### config.mk
export PLATFORM = sky130hd
export DESIGN_NAME = modular_exponentiation_unit
export DESIGN_NICKNAME = d
export VERILOG_FILES = /design/src/hw/rtl/mexp_pkg.sv /design/src/hw/rtl/mexp_mulmod.sv /design/src/hw/rtl/modular_exponentiation_unit.sv
export SDC_FILE = /design/constraint.sdc
export NUM_CORES = 1
export LEC_CHECK = 0
export ABC_AREA = 0
export BUFFER_PORTS_ARGS = -buffer_cell sky130_fd_sc_hd__buf_2
export CAP_MARGIN = 40
export CORE_MARGIN = 3
export CORE_UTILIZATION = 55
export DETAILED_ROUTE_END_ITERATION = 8
export HOLD_SLACK_MARGIN = 0.03
export PLACE_DENSITY_LB_ADDON = 0.05
export SETUP_SLACK_MARGIN = 0.05
export SLEW_MARGIN = 20
export SYNTH_ARGS = -nofsm -noshare
export SYNTH_HDL_FRONTEND = slang
export SYNTH_HIERARCHICAL = 1
export SYNTH_SLANG_ARGS = --single-unit
### constraint.sdc
create_clock -name clock -period 11.1 [get_ports clock]
set_input_delay 1.11 -clock clock [delete_from_list [all_inputs] [get_ports clock]]
set_output_delay 1.11 -clock clock [all_outputs]
set_load 0.05 [all_outputs]
### src/hw/rtl/mexp_pkg.sv
// mexp_pkg: shared types and constants of the modular exponentiation unit
// no dependencies; used by mexp_mulmod and modular_exponentiation_unit

package mexp_pkg;

   localparam int MOD_W        = 31;
   localparam int BASE_W       = 32;
   localparam int MUL_BITS     = 32;
   localparam int MUL_CNT_W    = $clog2(MUL_BITS + 1);
   localparam logic [MOD_W-1:0] MODULUS_RESET = 31'd1000000007;
   localparam logic [MOD_W-1:0] MODULUS_MIN   = 31'd2;

   typedef struct packed {
      logic busy;
      logic done;
   } mul_status_type;

endpackage

### src/hw/rtl/mexp_mulmod.sv
// mexp_mulmod: bit-serial modular multiplier, one multiplier bit per cycle, msb first
// depends on mexp_pkg; operands below the modulus except op_a, which may be any 32-bit value

module mexp_mulmod (
   input  logic                            clock,
   input  logic                            reset,
   input  logic                            start,
   input  logic [mexp_pkg::BASE_W-1:0]     op_a,
   input  logic [mexp_pkg::MOD_W-1:0]      op_b,
   input  logic [mexp_pkg::MOD_W-1:0]      modulus,
   output mexp_pkg::mul_status_type        status,
   output logic [mexp_pkg::MOD_W-1:0]      product
);

   logic [mexp_pkg::BASE_W-1:0]    a_ff;
   logic [mexp_pkg::MOD_W-1:0]     b_ff;
   logic [mexp_pkg::MOD_W-1:0]     r_ff;
   logic [mexp_pkg::MOD_W-1:0]     r_in;
   logic [mexp_pkg::MUL_CNT_W-1:0] cnt_ff;
   logic                           done_ff;

   logic [mexp_pkg::MOD_W:0]       m_ext;
   logic [mexp_pkg::MOD_W:0]       dbl;
   logic [mexp_pkg::MOD_W:0]       dbl_red;
   logic [mexp_pkg::MOD_W:0]       sum;
   logic [mexp_pkg::MOD_W:0]       sum_red;

   // r = (2r + bit * b) mod m, two conditional subtracts
   always_comb begin
      m_ext   = {1'b0, modulus};
      dbl     = {r_ff, 1'b0};
      dbl_red = (dbl >= m_ext) ? (dbl - m_ext) : dbl;
      sum     = dbl_red + (a_ff[mexp_pkg::BASE_W-1] ? {1'b0, b_ff} : '0);
      sum_red = (sum >= m_ext) ? (sum - m_ext) : sum;
      r_in    = sum_red[mexp_pkg::MOD_W-1:0];
   end

   always_ff @(posedge clock) begin
      if (reset) begin
         cnt_ff  <= '0;
         done_ff <= 1'b0;
      end else begin
         done_ff <= 1'b0;
         if (start) begin
            a_ff   <= op_a;
            b_ff   <= op_b;
            r_ff   <= '0;
            cnt_ff <= mexp_pkg::MUL_CNT_W'(mexp_pkg::MUL_BITS);
         end else if (cnt_ff != '0) begin
            r_ff    <= r_in;
            a_ff    <= {a_ff[mexp_pkg::BASE_W-2:0], 1'b0};
            cnt_ff  <= cnt_ff - mexp_pkg::MUL_CNT_W'(1);
            done_ff <= (cnt_ff == mexp_pkg::MUL_CNT_W'(1));
         end
      end
   end

   assign status.busy = (cnt_ff != '0);
   assign status.done = done_ff;
   assign product     = r_ff;

   a_start_busy : assert property (@(posedge clock) disable iff (reset)
      start |=> status.busy)
      else $error("multiplier did not go busy after start");

   a_done_idle : assert property (@(posedge clock) disable iff (reset)
      status.done |-> !status.busy)
      else $error("multiplier done while still busy");

   a_done_after_last : assert property (@(posedge clock) disable iff (reset)
      (cnt_ff == mexp_pkg::MUL_CNT_W'(1)) && !start |=> status.done)
      else $error("multiplier missed its done pulse");

endmodule

### src/hw/rtl/modular_exponentiation_unit.sv
// modular_exponentiation_unit: base^exponent mod modulus by right-to-left square-and-multiply
// depends on mexp_pkg and mexp_mulmod (one shared bit-serial modular multiplier)
//
// channel   ports                                 handshake
// request   req_base_value, req_exponent          start & !busy
// response  rsp_residue                           rsp_valid, one cycle
// config    csr_wdata                             csr_we
//
// the base is reduced first (one multiplier pass), then each of EXP_BITS exponent bits
// takes one squaring and, for a set bit, one multiply
// a modulus below two answers 0 in the cycle after the item is taken
// reset is synchronous and restores the modulus to 1000000007
// busy is high while an item is at work; results cannot be stalled

module modular_exponentiation_unit #(
   parameter int EXP_BITS = 63
) (
   input  logic                             clock,
   input  logic                             reset,
   input  logic                             start,
   output logic                             busy,
   input  logic [mexp_pkg::BASE_W-1:0]      req_base_value,
   input  logic [EXP_BITS-1:0]              req_exponent,
   output logic                             rsp_valid,
   output logic [mexp_pkg::MOD_W-1:0]       rsp_residue,
   input  logic                             csr_we,
   input  logic [mexp_pkg::MOD_W-1:0]       csr_wdata
);

   localparam int BIT_CNT_W = $clog2(EXP_BITS + 1);

   typedef enum logic [2:0] {
      ST_IDLE,
      ST_REDUCE,
      ST_BIT,
      ST_MUL,
      ST_SQR
   } state_type;

   state_type                    state_ff;
   logic [mexp_pkg::MOD_W-1:0]   modulus_ff;
   logic [EXP_BITS-1:0]          exp_ff;
   logic [BIT_CNT_W-1:0]         bit_cnt_ff;
   logic [mexp_pkg::MOD_W-1:0]   acc_ff;
   logic [mexp_pkg::MOD_W-1:0]   base_ff;
   logic                         mul_start_ff;
   logic [mexp_pkg::BASE_W-1:0]  op_a_ff;
   logic [mexp_pkg::MOD_W-1:0]   op_b_ff;
   logic                         rsp_valid_ff;
   logic [mexp_pkg::MOD_W-1:0]   rsp_residue_ff;

   mexp_pkg::mul_status_type     mul_sts;
   logic [mexp_pkg::MOD_W-1:0]   mul_product;
   logic                         accept;

   assign accept = start && (state_ff == ST_IDLE);

   mexp_mulmod u_mulmod (
      .clock   (clock),
      .reset   (reset),
      .start   (mul_start_ff),
      .op_a    (op_a_ff),
      .op_b    (op_b_ff),
      .modulus (modulus_ff),
      .status  (mul_sts),
      .product (mul_product)
   );

   always_ff @(posedge clock) begin
      if (reset) begin
         state_ff     <= ST_IDLE;
         modulus_ff   <= mexp_pkg::MODULUS_RESET;
         mul_start_ff <= 1'b0;
         rsp_valid_ff <= 1'b0;
      end else begin
         mul_start_ff <= 1'b0;
         rsp_valid_ff <= 1'b0;
         if (csr_we) begin
            modulus_ff <= csr_wdata;
         end
         unique case (state_ff)
            ST_IDLE: begin
               if (accept) begin
                  if (modulus_ff < mexp_pkg::MODULUS_MIN) begin
                     rsp_valid_ff   <= 1'b1;
                     rsp_residue_ff <= '0;
                  end else begin
                     exp_ff       <= req_exponent;
                     bit_cnt_ff   <= BIT_CNT_W'(EXP_BITS);
                     acc_ff       <= mexp_pkg::MOD_W'(1);
                     op_a_ff      <= req_base_value;
                     op_b_ff      <= mexp_pkg::MOD_W'(1);
                     mul_start_ff <= 1'b1;
                     state_ff     <= ST_REDUCE;
                  end
               end
            end
            ST_REDUCE: begin
               if (mul_sts.done) begin
                  base_ff  <= mul_product;
                  state_ff <= ST_BIT;
               end
            end
            ST_BIT: begin
               if (bit_cnt_ff == '0) begin
                  rsp_valid_ff   <= 1'b1;
                  rsp_residue_ff <= acc_ff;
                  state_ff       <= ST_IDLE;
               end else if (exp_ff[0]) begin
                  op_a_ff      <= {1'b0, acc_ff};
                  op_b_ff      <= base_ff;
                  mul_start_ff <= 1'b1;
                  state_ff     <= ST_MUL;
               end else begin
                  op_a_ff      <= {1'b0, base_ff};
                  op_b_ff      <= base_ff;
                  mul_start_ff <= 1'b1;
                  state_ff     <= ST_SQR;
               end
            end
            ST_MUL: begin
               if (mul_sts.done) begin
                  acc_ff       <= mul_product;
                  op_a_ff      <= {1'b0, base_ff};
                  op_b_ff      <= base_ff;
                  mul_start_ff <= 1'b1;
                  state_ff     <= ST_SQR;
               end
            end
            ST_SQR: begin
               if (mul_sts.done) begin
                  base_ff    <= mul_product;
                  exp_ff     <= exp_ff >> 1;
                  bit_cnt_ff <= bit_cnt_ff - BIT_CNT_W'(1);
                  state_ff   <= ST_BIT;
               end
            end
            default: begin
               state_ff <= ST_IDLE;
            end
         endcase
      end
   end

   assign busy        = (state_ff != ST_IDLE);
   assign rsp_valid   = rsp_valid_ff;
   assign rsp_residue = rsp_residue_ff;

   a_done_in_wait : assert property (@(posedge clock) disable iff (reset)
      mul_sts.done |-> (state_ff == ST_REDUCE) || (state_ff == ST_MUL) || (state_ff == ST_SQR))
      else $error("multiplier result arrived with no pass outstanding");

   a_residue_range : assert property (@(posedge clock) disable iff (reset)
      rsp_valid && (modulus_ff >= mexp_pkg::MODULUS_MIN) |-> rsp_residue < modulus_ff)
      else $error("residue not below modulus");

   a_accept_busy : assert property (@(posedge clock) disable iff (reset)
      start && !busy && (modulus_ff >= mexp_pkg::MODULUS_MIN) |=> busy && !rsp_valid)
      else $error("item taken but unit not busy");

   a_one_pass : assert property (@(posedge clock) disable iff (reset)
      mul_start_ff |-> !mul_sts.busy)
      else $error("multiplier restarted while busy");

endmodule
==> results.ini <==
[critical_path]
cpPeakStageDelay_ps = 590
crit_path_end_kind = register
startpoint_type = register
path_max_fanout = 49
reg2reg_from = u_mulmod/product[8]$_SDFFCE_PP0P_
worstRegToRegCells = 28
ff2ff_setup_slack_ps = 2350
setup.worst_path.class = register to register
reg2reg_to = u_mulmod/product[28]$_SDFFCE_PP0P_
critical_path_arrival_ps = 9020
crit_slowest_cell = nand4_2
cp.required_ps = 11370

[detailed_routing]
wire_per_inst_um = 21.2
dr.pass1.iters = 6
routed_wl_mm = 49.7
detail-route-antenna-nets = 0
drc = 0
viasPerCell = 6.07
num_vias = 14267
drtIter0Drc = 1364

[yosys]
syn_avg_cell_area_um2 = 11.5
syn_nets = 1939
ys_seq_area_share_pct = 52.9
synth_ff_type = edfxtp_1
netlist_area_mm2 = 0.0197
synth_top_cell_by_area = edfxtp_1
synth_top_cell_area_share_pct = 48.5
ys_types = 76
syn_inst = 1709
synth_warnings = 6
async_flop_share_pct = 0
synth_edf_count = 319
synth_seq_cells = 362
synth.area.top_cells = edfxtp_1, ha_1, mux2_2

[clock_network]
ctsHoldBuffers = 0
clkTransAtPathRegs_ps = 60
cts_setup_buffers = 0
cts_root_buf = clkbuf_16
cts_tree = built
post_cts_resized = 0
clk_path_buf_depth = 3
numCtsBuffers = 40
clkLatencyLatePin_ps = 550
htree_levels = 2
numClockSinks = 362

[sta]
hold_slack_ps = 418
relSlewSlack_pct = 51.9
rsz0062_at_grt = false
final_hold_viol_count = 0
finalSetupViolations = 0
slew_violations = 0
fmax_mhz = 114
skew_ps = 15.8
period_share_pct = 78.8
fin_setup_tns_ps = 0
period_needed_ps = 8750
tightest_slew_ps = 720

[run_status]
status = finished, final reports clean

[die]
dieArea_mm2 = 0.0382
coreArea_mm2 = 0.0350
fp.dieH_um = 195
die_x_um = 195
io_pins = 163
fp-row-count = 68
start_util_pct = 56.4

[global_routing]
grt_remaining_overflow = 0
grt_pass1_wl_mm = 77.2
grt.total_usage_pct = 25.6
antenna_found_initial = 0
grt_max_degree = 72
grt_pass1_vias = 13583

[placement]
place.port_buffers = 162
placed_cells = 2271
gp_congestion = 0.934
hpwl_mm = 35.8

[finish]
drive_above_1_share_pct = 20.1
final_cell_mix = edfxtp_1, buf_2, a21oi_1, mux2_2, and2_1
layoutNonFillerInstCount = 2350
layout.area.seq_mm2 = 0.0104
nets = 2094
fin_util_pct = 64.6
fillers = 2797
antenna_cells = 0
multiInputGateArea_mm2 = 0.00865
final_common_cell = edfxtp_1
syn2layout_area_growth_pct = 14.4

[job]
maxCapViolations = 0

[min_path]
hold_path_end = u_mulmod/b_ff[13]$_DFFE_PP_
whs_path_depth = 0
min-delay-start = op_b_ff[13]$_SDFFCE_PP0P_
hp-class = register to register

-- worst max-delay path: cells and delay by family, from the launching register on --
kind	cells	cell delay, ps
XOR/XNOR	1	210
buffers and inverters	1	500
multiplexers	1	420
adder cells (fa/ha/maj)	3	1070
flip-flops	1	460
AO/OA/AOI/OAI	16	3930
AND/OR/NAND/NOR	6	1860
-- per-stage QoR --
| step | setup slack (ps) | area [um^2] |
|---|---|---|
| after floorplan | 2980 | 19700 |
| after global placement | 2730 | 21000 |
| after detailed placement | 2530 | 21100 |
| after CTS | 2470 | 22500 |
| after global routing | 1710 | 22600 |
| final | 2350 | 22600 |
-- registers in the layout, summed over array words and instances, names as in the netlist, 6 cells and up --
name	cells
exp_ff	63
op_a_ff	32
u_mulmod/a_ff	32
acc_ff	31
base_ff	31
modulus_ff	31
op_b_ff	31
rsp_residue	31
u_mulmod/b_ff	31
u_mulmod/product	31
bit_cnt_ff	6
u_mulmod/cnt_ff	6
-- how the worst max path moves through the flow --
| stage | cells past startpoint | to | from | slack, ps |
|---|---|---|---|---|
| 3_5_place_dp | 28 | u_mulmod/product[28]$_SDFFCE_PP0P_ | u_mulmod/product[14]$_SDFFCE_PP0P_ | 2530 |
| 4_1_cts | 28 | u_mulmod/product[28]$_SDFFCE_PP0P_ | u_mulmod/product[14]$_SDFFCE_PP0P_ | 2470 |
| 6_report | 28 | u_mulmod/product[28]$_SDFFCE_PP0P_ | u_mulmod/product[8]$_SDFFCE_PP0P_ | 2350 |
| 5_1_grt | 28 | u_mulmod/product[24]$_SDFFCE_PP0P_ | u_mulmod/product[14]$_SDFFCE_PP0P_ | 1710 |
| 3_3_place_gp | 28 | u_mulmod/product[28]$_SDFFCE_PP0P_ | u_mulmod/product[14]$_SDFFCE_PP0P_ | 2730 |
| 2_1_floorplan | 3 | op_a_ff[0]$_DFFE_PP_ | reset | 2980 |
-- final cells by class --
type / instances / share of cell area [%]
Tap cell: 455 / 2.52
Clock inverter: 24 / 1.46
Multi-Input combinational cell: 1170 / 38.3
Inverter: 99 / 1.65
Sequential cell: 362 / 46.3
Timing Repair Buffer: 191 / 5.04
Clock buffer: 49 / 4.77
-- cells by family after synthesis --
logic type | after synthesis | share of synthesized area, %
simple gates | 455 | 12.5
compound gates | 406 | 13.8
flops | 362 | 52.9
buf+inv | 177 | 3.61
mux | 123 | 6.92
fa+ha+maj | 100 | 6.46
xor+xnor | 86 | 3.82
-- synthesized netlist by cell type, drive strengths merged (4+ instances only) --
master	count
and2	99
o31ai	7
xnor2	61
nand3	28
and4	7
or3	9
a21oi	127
nor3b	4
nor2	86
and3	40
nor3	24
dfxtp	43
nand2	66
mux2i	16
xor2	25
o21a	17
clkbuf	49
nand2b	13
a21o	44
a211oi	17
a211o	19
o21bai	10
a31o	7
a31oi	11
o21ai	72
o211ai	11
edfxtp	319
ha	97
a222oi	31
nor2b	27
nor4	17
buf	29
mux2	107
inv	98
a21boi	4
nand4	26
-- layer usage --
layer	global-route usage (%)	routed length [um]	up-vias	share of wire (%)
met5	0	0	-	0
met4	5.91	949	0	1.9
met3	3.43	3960	62	8.0
met2	35.9	20600	619	41
met1	42.0	24200	6855	49
li1	-	-	6731	-
Power is not shown: default switching activity piles up to over one toggle a cycle in this logic, so the estimate is an artifact.
